--- src/rtl/core/page_frame_bitmap_allocator_assert.svh ---
// Assertion macros for the page frame allocator.
// Define NO_ASSERTIONS to compile them out.
`ifndef PAGE_FRAME_BITMAP_ALLOCATOR_ASSERT_SVH
`define PAGE_FRAME_BITMAP_ALLOCATOR_ASSERT_SVH

`ifndef NO_ASSERTIONS
`define PFBA_ASSERT_IMPL(label, clk, rst_n, ante, cons) \
    label: assert property (@(posedge clk) disable iff (!rst_n) (ante) |-> (cons)) \
        else $error("pfba: implication check failed");
`define PFBA_ASSERT_NEXT(label, clk, rst_n, ante, cons) \
    label: assert property (@(posedge clk) disable iff (!rst_n) (ante) |=> (cons)) \
        else $error("pfba: next-cycle check failed");
`else
`define PFBA_ASSERT_IMPL(label, clk, rst_n, ante, cons)
`define PFBA_ASSERT_NEXT(label, clk, rst_n, ante, cons)
`endif

`endif

--- src/rtl/core/pfba_div.sv ---
`default_nettype none

// Divide by a constant via a reciprocal multiply; o_done rises with quot and rem.
// The reciprocal is rounded up with IN_W + log2(DIVISOR) fraction bits, which
// keeps the quotient exact for every IN_W-bit dividend.
module pfba_div #(
    parameter int IN_W    = 15,
    parameter int DIVISOR = 32,
    localparam int R_W    = $clog2(DIVISOR),
    localparam int SH     = IN_W + R_W,
    localparam int M_W    = IN_W + 2,
    localparam int P_W    = IN_W + M_W
) (
    input  wire logic            i_clk,
    input  wire logic            i_rst_n,
    input  wire logic            i_start,
    input  wire logic [IN_W-1:0] i_dividend,
    output logic                 o_done,
    output logic      [IN_W-1:0] o_quot,
    output logic      [R_W-1:0]  o_rem
);

    localparam logic [M_W-1:0] RECIP =
        M_W'(((64'd1 << SH) + 64'(DIVISOR) - 64'd1) / 64'(DIVISOR));
    localparam logic [IN_W-1:0] DIV_C = IN_W'(DIVISOR);

    logic [IN_W-1:0] r_x;
    logic [P_W-1:0]  r_prod;
    logic            r_busy;
    logic            r_done;
    logic [IN_W-1:0] r_q;
    logic [R_W-1:0]  r_rem;
    logic [IN_W-1:0] quot;
    logic [IN_W-1:0] back;

    always_comb begin
        quot = IN_W'(r_prod >> SH);
        back = quot * DIV_C;
    end

    always_ff @(posedge i_clk) begin
        if (i_start) begin
            r_x    <= i_dividend;
            r_prod <= P_W'(i_dividend) * P_W'(RECIP);
        end
        if (r_busy) begin
            r_q   <= quot;
            r_rem <= R_W'(r_x - back);
        end
        if (!i_rst_n) begin
            r_busy <= 1'b0;
            r_done <= 1'b0;
        end else begin
            r_busy <= i_start;
            r_done <= r_busy;
        end
    end

    assign o_done = r_done;
    assign o_quot = r_q;
    assign o_rem  = r_rem;

endmodule

`default_nettype wire

--- config.mk ---
export PLATFORM = sky130hd
export DESIGN_NAME = pfba_div
export DESIGN_NICKNAME = d
export VERILOG_FILES = /design/src/rtl/core/page_frame_bitmap_allocator_assert.svh /design/src/rtl/core/pfba_div.sv
export SDC_FILE = /design/constraint.sdc
export NUM_CORES = 1
export LEC_CHECK = 0
export BUFFER_PORTS_ARGS = -buffer_cell sky130_fd_sc_hd__buf_2
export CORE_AREA = 2 2 51 48
export DETAILED_ROUTE_END_ITERATION = 16
export DIE_AREA = 0 0 53 50
export PLACE_DENSITY = 0.86
export SETUP_SLACK_MARGIN = 0.5
export SLEW_MARGIN = 20
export SYNTH_ARGS = -nofsm -noshare
export SYNTH_HDL_FRONTEND = slang
export SYNTH_SLANG_ARGS = --single-unit
--- constraint.sdc ---
create_clock -name i_clk -period 2.1 [get_ports i_clk]
set_clock_uncertainty 0.15 [all_clocks]
set_input_delay 0.315 -clock i_clk [delete_from_list [all_inputs] [get_ports i_clk]]
set_output_delay 0.315 -clock i_clk [all_outputs]
set_load 0.02 [all_outputs]
; ---- After elaboration in Yosys (flattened, before gate mapping)
; Index checks and enable logic that the tools add are counted.
[classes]
add_sub_neg = 1
[op_table]
columns = cell, count
row1 = $sub A5 B1 Y5 const B, 1
[word_totals]
regBits = 32
out_inout_bits = 21
elab_cells = 6

; ---- Logic depth before layout (Yosys ltp)
; Gate-level depths: netlist of the first run.
[depth]
ltp_word = 1
mapped_depth = 1

; ---- Least setup slack after synthesis of the first run
; Ideal clock, no wire load.
[synth_timing]
kind = register -> register
from = reg r_busy
to = reg r_q[0], in the netlist o_quot[0], enable pin
setup_time_ps = 371
t_arrival_ps = 604
required_ps = 1579
path_slack_ps = 974
path_stages_with_launch = 1
period_less_slack_ps = 1126
cell_sequence = dfxtp_1
[synth_lines]
columns = element, line_no
row1 = start: declaration, pfba_div.sv:29  ; logic r_busy;
row2 = start signal: assignment, pfba_div.sv:54  ; r_busy <= i_start;
row3 = end signal: assignment, pfba_div.sv:47  ; r_q <= quot;
row4 = end: declaration, pfba_div.sv:31  ; logic [IN_W-1:0] r_q;
; No word-level cell between the ends.

; ---- Final worst setup path of the first run
[layout_timing]
from = reg r_q[5], in the netlist o_quot[5]
to = out o_quot[5]
[layout_lines]
columns = element, line_no
row1 = end: declaration, pfba_div.sv:19  ; output logic [IN_W-1:0] o_quot,
; No word-level cell between the ends.

==> results of run 1 <==
-- metal layers --
layer,share of wire (%),GRT usage [%]
met5,0,0
met3,8.6,5.15
met2,53,17.1
met1,36,13.7
met4,2.2,10.3
-- worst paths after layout --
| kind | startpoint | to | slack (ps) | depth (start not counted) |
|---|---|---|---|---|
| setup reg to reg | r_busy | o_quot[8] | 850 | 0 |
| hold reg to reg | r_x[8] | o_quot[3] | 260 | 0 |
| setup / recovery | o_quot[5] | o_quot[5] | 750 | 1 |
| hold / removal | i_dividend[10] | r_x[10] | 30 | 1 |
-- flip-flops by register name (all words and copies together), names as in the netlist --
| name | flops |
|---|---|
| o_rem | 5 |
| o_quot | 10 |
| o_done | 1 |
| r_busy | 1 |
| r_x | 15 |
-- where the power goes --
part,switching [mW],internal (mW),total [mW],leakage (nW)
clock network,0.174,0.133,0.307,0.0265
logic,0.0535,0.0271,0.0807,0.157
registers,0.0160,0.751,0.767,0.304
total,0.244,0.911,1.15,0.488
-- area by class of cell --
| cell class | count | area [um^2] |
|---|---|---|
| clock buffer | 8 | 48.8 |
| fill | 166 | 872 |
| multi-input combinational | 7 | 31.3 |
| sequential | 32 | 941 |
| tap | 27 | 33.8 |
| timing repair buffer | 34 | 175 |
-- what timing repair did --
action,in CTS,in global routing
buffers inserted,0,0
hold buffers,0,1
endpoints found under the hold margin,0,1
-- cell families (layout without fill, tap and decap cells) --
family | Yosys count | after routing | synth area share [%]
simple gates | 2 | 2 | 1.26
other cells | 1 | 5 | 0.377
flops | 32 | 32 | 94.6
buf+inv | 5 | 42 | 3.77
-- cells in the mapped netlist --
cell	instances
buf_4	5
and2_1	2
conb_1	1
dfxtp_1	2
edfxtp_1	30
-- per-stage QoR --
stage / util, % / instances / worst slack, ps / instance area (um^2) / hold slack [ps]
CTS: 58.0 / 107 / 743 / 1220 / 9.33
global route: 58.5 / 108 / 714 / 1230 / 2.54
finish: 58.5 / 108 / 755 / 1230 / 25.1
detailed placement: 55.7 / 99 / 836 / 1170 / 255
global placement: 55.7 / 99 / 904 / 1170 / 253
floorplan: - / 44 / 974 / 1010 / 250
==> flow_metrics.py, run 1 <==
metrics = {
    "sta": {
        "timing.final.hold_violations": 0,
        "final.setup.tns_ps": 0,
        "relSlewSlack_pct": 56.9,
        "timing.final.max_slew_violations": 0,
        "grt_setup_unrepaired": "no",
        "maximum_clock_frequency_mhz": 743,
        "layout_min_cycle_time_ps": 1350,
        "final.period_utilization_pct": 64.1,
        "setup_viol_count_final": 0,
        "max_slew.worst_pin.slew_ps": 645,
    },
    "power": {
        "cellPowerDensity_nw_per_um2": 939,
        "peakVddDrop_mv": 0.650,
        "report.power.total_mw": 1.15,
        "power.static_leakage_nw": 0.488,
    },
    "clock_tree": {
        "worstSkewPairLatency_ps": 310,
        "cts_tree": "done",
        "cts.clk_slew.worst_paths_ps": 90,
        "ctsRootBufferMaster": "clkbuf_4",
        "cts_htree_levels": 2,
        "cts.sinks": 32,
        "cts_max_path_buffers": 2,
        "numCtsBuffers": 5,
        "cts.repair.resized": 0,
    },
    "drt": {
        "detail_route.iter0.violations": 23,
        "final_antenna_net_count": 0,
        "postRouteWirelength_um": 1350,
        "drc_errors": 0,
        "viasPerCell": 4.19,
        "firstDrtPassIters": 3,
        "route.vias.total": 453,
        "wl_per_cell_um": 12.5,
    },
    "floorplan": {
        "die_h_um": 50,
        "die_width_um": 53,
        "pin_count": 39,
        "design.die.area_um2": 2650,
        "fp.coreArea_um2": 2100,
        "starting_utilization_of_the_core_area_pct": 47.3,
        "rows": 16,
    },
    "yosys": {
        "postSynthAreaPerCell_um2": 24.9,
        "yosysTopAreaCell": "edfxtp_1",
        "synthesized_instance_count": 40,
        "yosysWarnings": 0,
        "synth_top_area_share_pct": 90.6,
        "synth.cell_area_um2": 995,
        "total_of_flip_flops_plus_latches_after_synthesis": 32,
        "synth.lib_cells_used.distinct": 5,
        "synth.top_cells.by_area": "edfxtp_1 91%, dfxtp_1 4.0%, buf_4 3.8%",
        "synth.yosys.seq_area_share_pct": 94.6,
    },
    "layout": {
        "final_cell_mix": "33 x buf_2, 30 x edfxtp_1, 5 x conb_1, 5 x clkbuf_4, 3 x clkbuf_1",
        "area.growth.synth_to_final_pct": 23.6,
        "finish.net_count": 98,
        "final_layout_size_suffix_gt1_share_pct": 46.9,
        "insertedDiodeCount": 0,
        "mostFrequentLayoutCell": "buf_2",
    },
    "critical_path": {
        "worstPathArrival_ps": 880,
        "setup.worst_path.class": "register to output port",
        "critical_path.top_delay_family": "flip-flops",
        "largest_incremental_delay_on_the_critical_path_ps": 390,
        "critPathLaunchType": "register",
        "critPathCaptureType": "output port",
        "critPathSlowestCell": "edfxtp_1",
        "worst-path-max-fanout": 1,
        "worstPathRequired_ps": 1630,
        "crit_buf_inv": 1,
        "crit_chain": "buf_2",
    },
    "flow_run": {
        "max-cap-violations": 0,
    },
    "global_routing": {
        "initial_antenna_violation_count": 0,
        "grt_max_degree": 17,
        "overflow": 0,
        "via_count_of_the_first_global_routing_pass": 438,
        "grt_pass1_wl_um": 2010,
        "global_route.usage.total_pct": 12.0,
    },
    "placed_design": {
        "gp_congestion": 0.597,
        "place.port_buffers": 33,
    },
    "min_path": {
        "hp-class": "primary input to register",
    },
    "status": {
        "outcome": "finished, final reports clean",
    },
}
No activity file was read; power rests on OpenSTA's default activity.
==> run 2, diff against run 1 <==
- CORE_AREA: 2 2 51 48 -> 2 2 53 50
- DIE_AREA: 0 0 53 50 -> 0 0 55 52
- PLACE_DENSITY: 0.86 -> 0.8
- clock period: 2.1 -> 1.4 ns (I/O delays scaled with it)
==> run 2 against run 1 <==
The flow now finishes with violations (hold timing). Power is 54% higher. Final area up 13%. Wire length increased by 2.1%. Via count rose by 9.5%. Sequential share of layout area is 8.5 points lower. Combinational power is 120% higher. Global-route usage down 1.3 points. Sequential power rose by 50%. Critical path depth is the same. Core utilization rose by 0.95 points. First-iteration DRC count down 65%. Die area grew 7.9%. Largest power group unchanged.
==> flow_metrics.py, run 2 (synthesized netlist as in run 1, its figures left out) <==
metrics = {
    "flow_run": {
        "max-cap-violations": 0,
    },
    "critical_path": {
        "setup.worst_path.class": "register to output port",
        "worst-path-max-fanout": 1,
        "critPathCaptureType": "output port",
        "critical_path.top_delay_family": "flip-flops",
        "critPathLaunchType": "register",
        "crit_chain": "buf_6",
        "worstPathArrival_ps": 880,
        "critPathSlowestCell": "edfxtp_1",
        "crit_buf_inv": 1,
        "worstPathRequired_ps": 1040,
        "largest_incremental_delay_on_the_critical_path_ps": 420,
    },
    "global_routing": {
        "overflow": 0,
        "global_route.usage.total_pct": 10.7,
        "via_count_of_the_first_global_routing_pass": 437,
        "initial_antenna_violation_count": 0,
        "grt_max_degree": 17,
        "gr-usage-met3_pct": 9.48,
        "grt_use_met2_pct": 16.5,
        "grt_util_met1_pct": 9.61,
        "busiest_layer_in_global_routing": "met2",
        "grt_pass1_wl_um": 1840,
    },
    "floorplan": {
        "pin_count": 39,
        "design.die.area_um2": 2860,
        "fp.coreArea_um2": 2340,
        "die_h_um": 52,
        "rows": 17,
        "starting_utilization_of_the_core_area_pct": 42.5,
        "die_width_um": 55,
    },
    "placed_design": {
        "dp.final_hpwl_um": 878,
        "place_ws_ps": 379,
        "place.port_buffers": 33,
        "gp_congestion": 0.727,
    },
    "layout": {
        "final_cell_mix": "30 x edfxtp_1, 21 x buf_2, 14 x buf_6",
        "mostFrequentLayoutCell": "edfxtp_1",
        "nFillCells": 187,
        "largest_register_ffs": 15,
        "finish.net_count": 105,
        "final_layout_size_suffix_gt1_share_pct": 50.0,
        "largest-register": "r_x",
        "area.growth.synth_to_final_pct": 39.9,
        "insertedDiodeCount": 0,
    },
    "clock_tree": {
        "ctsRootBufferMaster": "clkbuf_4",
        "numCtsBuffers": 5,
        "cts.clk_slew.worst_paths_ps": 90,
        "cts_htree_levels": 2,
        "cts_tree": "done",
        "cts_max_path_buffers": 2,
        "cts.sinks": 32,
        "worstSkewPairLatency_ps": 320,
    },
    "power": {
        "pwr-share-comb_pct": 9.8,
        "peakVddDrop_mv": 0.873,
        "seq_power_share_pct": 64.5,
        "power_report.internal_total_mw": 1.40,
        "power.share.clock_pct": 25.7,
        "report.power.total_mw": 1.78,
        "power.switching_fraction_pct": 21.2,
        "cellPowerDensity_nw_per_um2": 1280,
        "power.static_leakage_nw": 0.551,
        "switchingPower_mw": 0.379,
    },
    "sta": {
        "final.setup.tns_ps": 0,
        "final.period_utilization_pct": 88.8,
        "timing.final.hold_violations": 12,
        "maximum_clock_frequency_mhz": 804,
        "layout_min_cycle_time_ps": 1240,
        "grt_setup_unrepaired": "yes",
        "setup_viol_count_final": 0,
        "timing.final.ws_setup_ps": 156,
        "timing.final.max_slew_violations": 0,
        "hold-worst-slack_ps": -86.6,
    },
    "status": {
        "outcome": "finished with violations",
        "failed_checks": "hold timing",
    },
    "drt": {
        "firstDrtPassIters": 2,
        "wl_per_cell_um": 11.9,
        "detail_route.iter0.violations": 8,
        "route.vias.total": 496,
        "viasPerCell": 4.28,
        "postRouteWirelength_um": 1380,
        "drc_errors": 0,
        "final_antenna_net_count": 0,
    },
    "min_path": {
        "hp-class": "primary input to register",
    },
}
run 2: final cells by class:
cell class / instances / area (um^2) / share of cell area (%)
clock inverters: 1 / 3.75 / 0.270
multi-input cells: 7 / 33.8 / 2.43
flip-flops and latches: 32 / 946 / 68.0
clock buffers: 7 / 45.0 / 3.24
repair buffers: 41 / 328 / 23.6
well taps: 28 / 35.0 / 2.52
run 2: timing repair:
item | in CTS | in global routing
hold endpoints to repair | 17 | 17
setup buffers | 3 | 0
endpoints found under the setup margin | 31 | 32
gates resized for setup | 7 | 24
pin swaps | 0 | 1
run 2: through the flow:
step / hold WS (ps) / instance area (um^2) / utilization, % / cells
after global placement: 238 / 1180 / 50.3 / 100
final: -86.6 / 1390 / 59.5 / 116
after floorplan: 159 / 1010 / - / 44
after global routing: -107 / 1390 / 59.5 / 116
after detailed placement: 239 / 1180 / 50.3 / 100
after CTS: -105 / 1260 / 54.1 / 111
run 2: per-layer routing:
metal | up-vias | wire, um
met3 | 0 | 151
li1 | 235 | -
met2 | 30 | 755
met5 | - | 0
met1 | 231 | 475
met4 | 0 | 0
run 2: path summary, 6_finish.rpt:
check                 start         to  slack [ps]  depth (start not counted)
min reg2reg          r_x[4]   o_rem[4]         270                          0
max               o_quot[3]  o_quot[3]         160                          1
min          i_dividend[10]    r_x[10]         -90                          1
max reg2reg          r_busy  o_quot[3]         480                          1
run 2: power by group through the flow:
stage	Sequential [mW]	Combinational [mW]	Clock, mW
after floorplan	1.21	0.0239	0
after global routing	1.16	0.187	0.518
final	1.15	0.175	0.459
after global placement	1.17	0.117	0
after detailed placement	1.17	0.119	0
after CTS	1.14	0.138	0.478
==> run 3, diff against run 2 <==
- CORE_AREA: 2 2 53 50 -> 2 2 51 48
- DIE_AREA: 0 0 55 52 -> 0 0 53 50
- PLACE_DENSITY: 0.8 -> 0.86
- clock period: 1.4 -> 1.5 ns (I/O delays scaled with it)
==> run 3 against run 2 <==
The run now ends clean. Via count rose by 5.4%. Non-clock buffer count rose by 8. Sequential power fell by 6%. Power fell by 4.5%. Global-route usage rose by 2.3 points. Wire length rose by 14%. Clock power fell by 2%. Core utilization rose by 10 points. Critical path type unchanged.
==> flow_metrics.py, run 3 (synthesized netlist as in run 1, its figures left out) <==
metrics = {
    "status": {
        "outcome": "finished, final reports clean",
    },
    "floorplan": {
        "rows": 16,
        "fp.coreArea_um2": 2100,
        "design.die.area_um2": 2650,
        "die_h_um": 50,
        "pin_count": 39,
        "die_width_um": 53,
        "starting_utilization_of_the_core_area_pct": 47.3,
    },
    "placed_design": {
        "cell_area_reported_after_detailed_placement_um2": 1170,
        "dp.final_hpwl_um": 828,
        "total_instance_count_after_detailed_placement": 99,
        "place.port_buffers": 33,
        "gp_congestion": 0.624,
        "place_ws_ps": 476,
    },
    "global_routing": {
        "initial_antenna_violation_count": 0,
        "overflow": 0,
        "gr-usage-met3_pct": 6.67,
        "global_route.usage.total_pct": 13.0,
        "via_count_of_the_first_global_routing_pass": 536,
        "grt_util_met1_pct": 12.2,
        "grt_use_met2_pct": 20.8,
        "grt_max_degree": 17,
        "grt_pass1_wl_um": 2170,
        "busiest_layer_in_global_routing": "met2",
    },
    "critical_path": {
        "critical_path.top_delay_family": "flip-flops",
        "worstPathRequired_ps": 1120,
        "rr_worst_depth": 0,
        "critPathCaptureType": "output port",
        "critPathLaunchType": "register",
        "cp.depth": 1,
        "crit_start": "o_quot[1]",
        "setup.worst_path.class": "register to output port",
        "worstPathArrival_ps": 890,
        "r2r-start": "r_busy",
        "crit_chain": "buf_6",
        "worst-path-max-fanout": 1,
        "critPathSlowestCell": "edfxtp_1",
        "crit_buf_inv": 1,
        "largest_incremental_delay_on_the_critical_path_ps": 420,
    },
    "layout": {
        "mostFrequentLayoutCell": "edfxtp_1",
        "finalNonFillerCells": 123,
        "insertedDiodeCount": 0,
        "largest-register": "r_x",
        "area.growth.synth_to_final_pct": 47.5,
        "nFillCells": 138,
        "final_cell_mix": "30 x edfxtp_1, 20 x buf_2, 16 x dlygate4sd3_1",
        "final_util_pct": 69.8,
        "finish.instance_area_um2": 1470,
        "largest_register_ffs": 15,
        "final_layout_size_suffix_gt1_share_pct": 42.7,
        "finish.net_count": 113,
    },
    "clock_tree": {
        "cts.clk_slew.worst_paths_ps": 100,
        "numCtsBuffers": 5,
        "cts_tree": "done",
        "cts.sinks": 32,
        "ctsRootBufferMaster": "clkbuf_4",
        "worstSkewPairLatency_ps": 320,
        "cts_max_path_buffers": 2,
        "count_of_buffers_added_by_post_cts_timing_repair_for_setup": 0,
        "cts_htree_levels": 2,
    },
    "sta": {
        "hold-worst-slack_ps": 172,
        "setup_viol_count_final": 0,
        "final.setup.tns_ps": 0,
        "grt_setup_unrepaired": "yes",
        "maximum_clock_frequency_mhz": 791,
        "timing.final.max_slew_violations": 0,
        "final.period_utilization_pct": 84.2,
        "layout_min_cycle_time_ps": 1260,
        "timing.final.ws_setup_ps": 237,
        "timing.final.hold_violations": 0,
    },
    "drt": {
        "drc_errors": 0,
        "firstDrtPassIters": 4,
        "detail_route.iter0.violations": 8,
        "final_antenna_net_count": 0,
        "viasPerCell": 4.25,
        "route.vias.total": 523,
        "postRouteWirelength_um": 1580,
        "wl_per_cell_um": 12.9,
    },
    "flow_run": {
        "max-cap-violations": 0,
    },
    "power": {
        "peakVddDrop_mv": 0.871,
        "report.power.total_mw": 1.70,
        "power.static_leakage_nw": 0.580,
        "cellPowerDensity_nw_per_um2": 1160,
    },
    "min_path": {
        "hp-class": "primary input to register",
        "hold_path.startpoint": "i_start",
        "min_path_cells": 1,
    },
}
run 3: layout make-up:
cell class | count | area, um^2 | area share (%)
flip-flops and latches | 32 | 946 | 64.5
repair buffers | 49 | 407 | 27.7
clock buffers | 7 | 45.0 | 3.07
well taps | 27 | 33.8 | 2.30
multi-input cells | 7 | 31.3 | 2.13
clock inverters | 1 | 5.00 | 0.341
run 3: worst paths after layout:
path | end | slack [ps]
max reg2reg | o_quot[8] | 550
min | r_x[0] | 170
min reg2reg | o_quot[1] | 260
max | o_quot[1] | 240
run 3: what timing repair did:
item,4_1_cts,5_1_grt
cloned,0,0
setup endpoints to repair,31,16
gates resized for setup,14,14
hold endpoints to repair,17,0
hold buffers,16,0
run 3: power by group:
part           internal [mW]  switching [mW]  total [mW]
clock network          0.183           0.269       0.451
registers               1.05          0.0288        1.08
logic                 0.0912          0.0807       0.172
run 3: routing by layer:
layer | vias up | part of all wire, % | routed length, um
li1 | 251 | - | -
met1 | 235 | 38 | 601
met2 | 33 | 51 | 810
met3 | 4 | 8.6 | 136
met4 | 0 | 2.0 | 32
met5 | - | 0 | 0
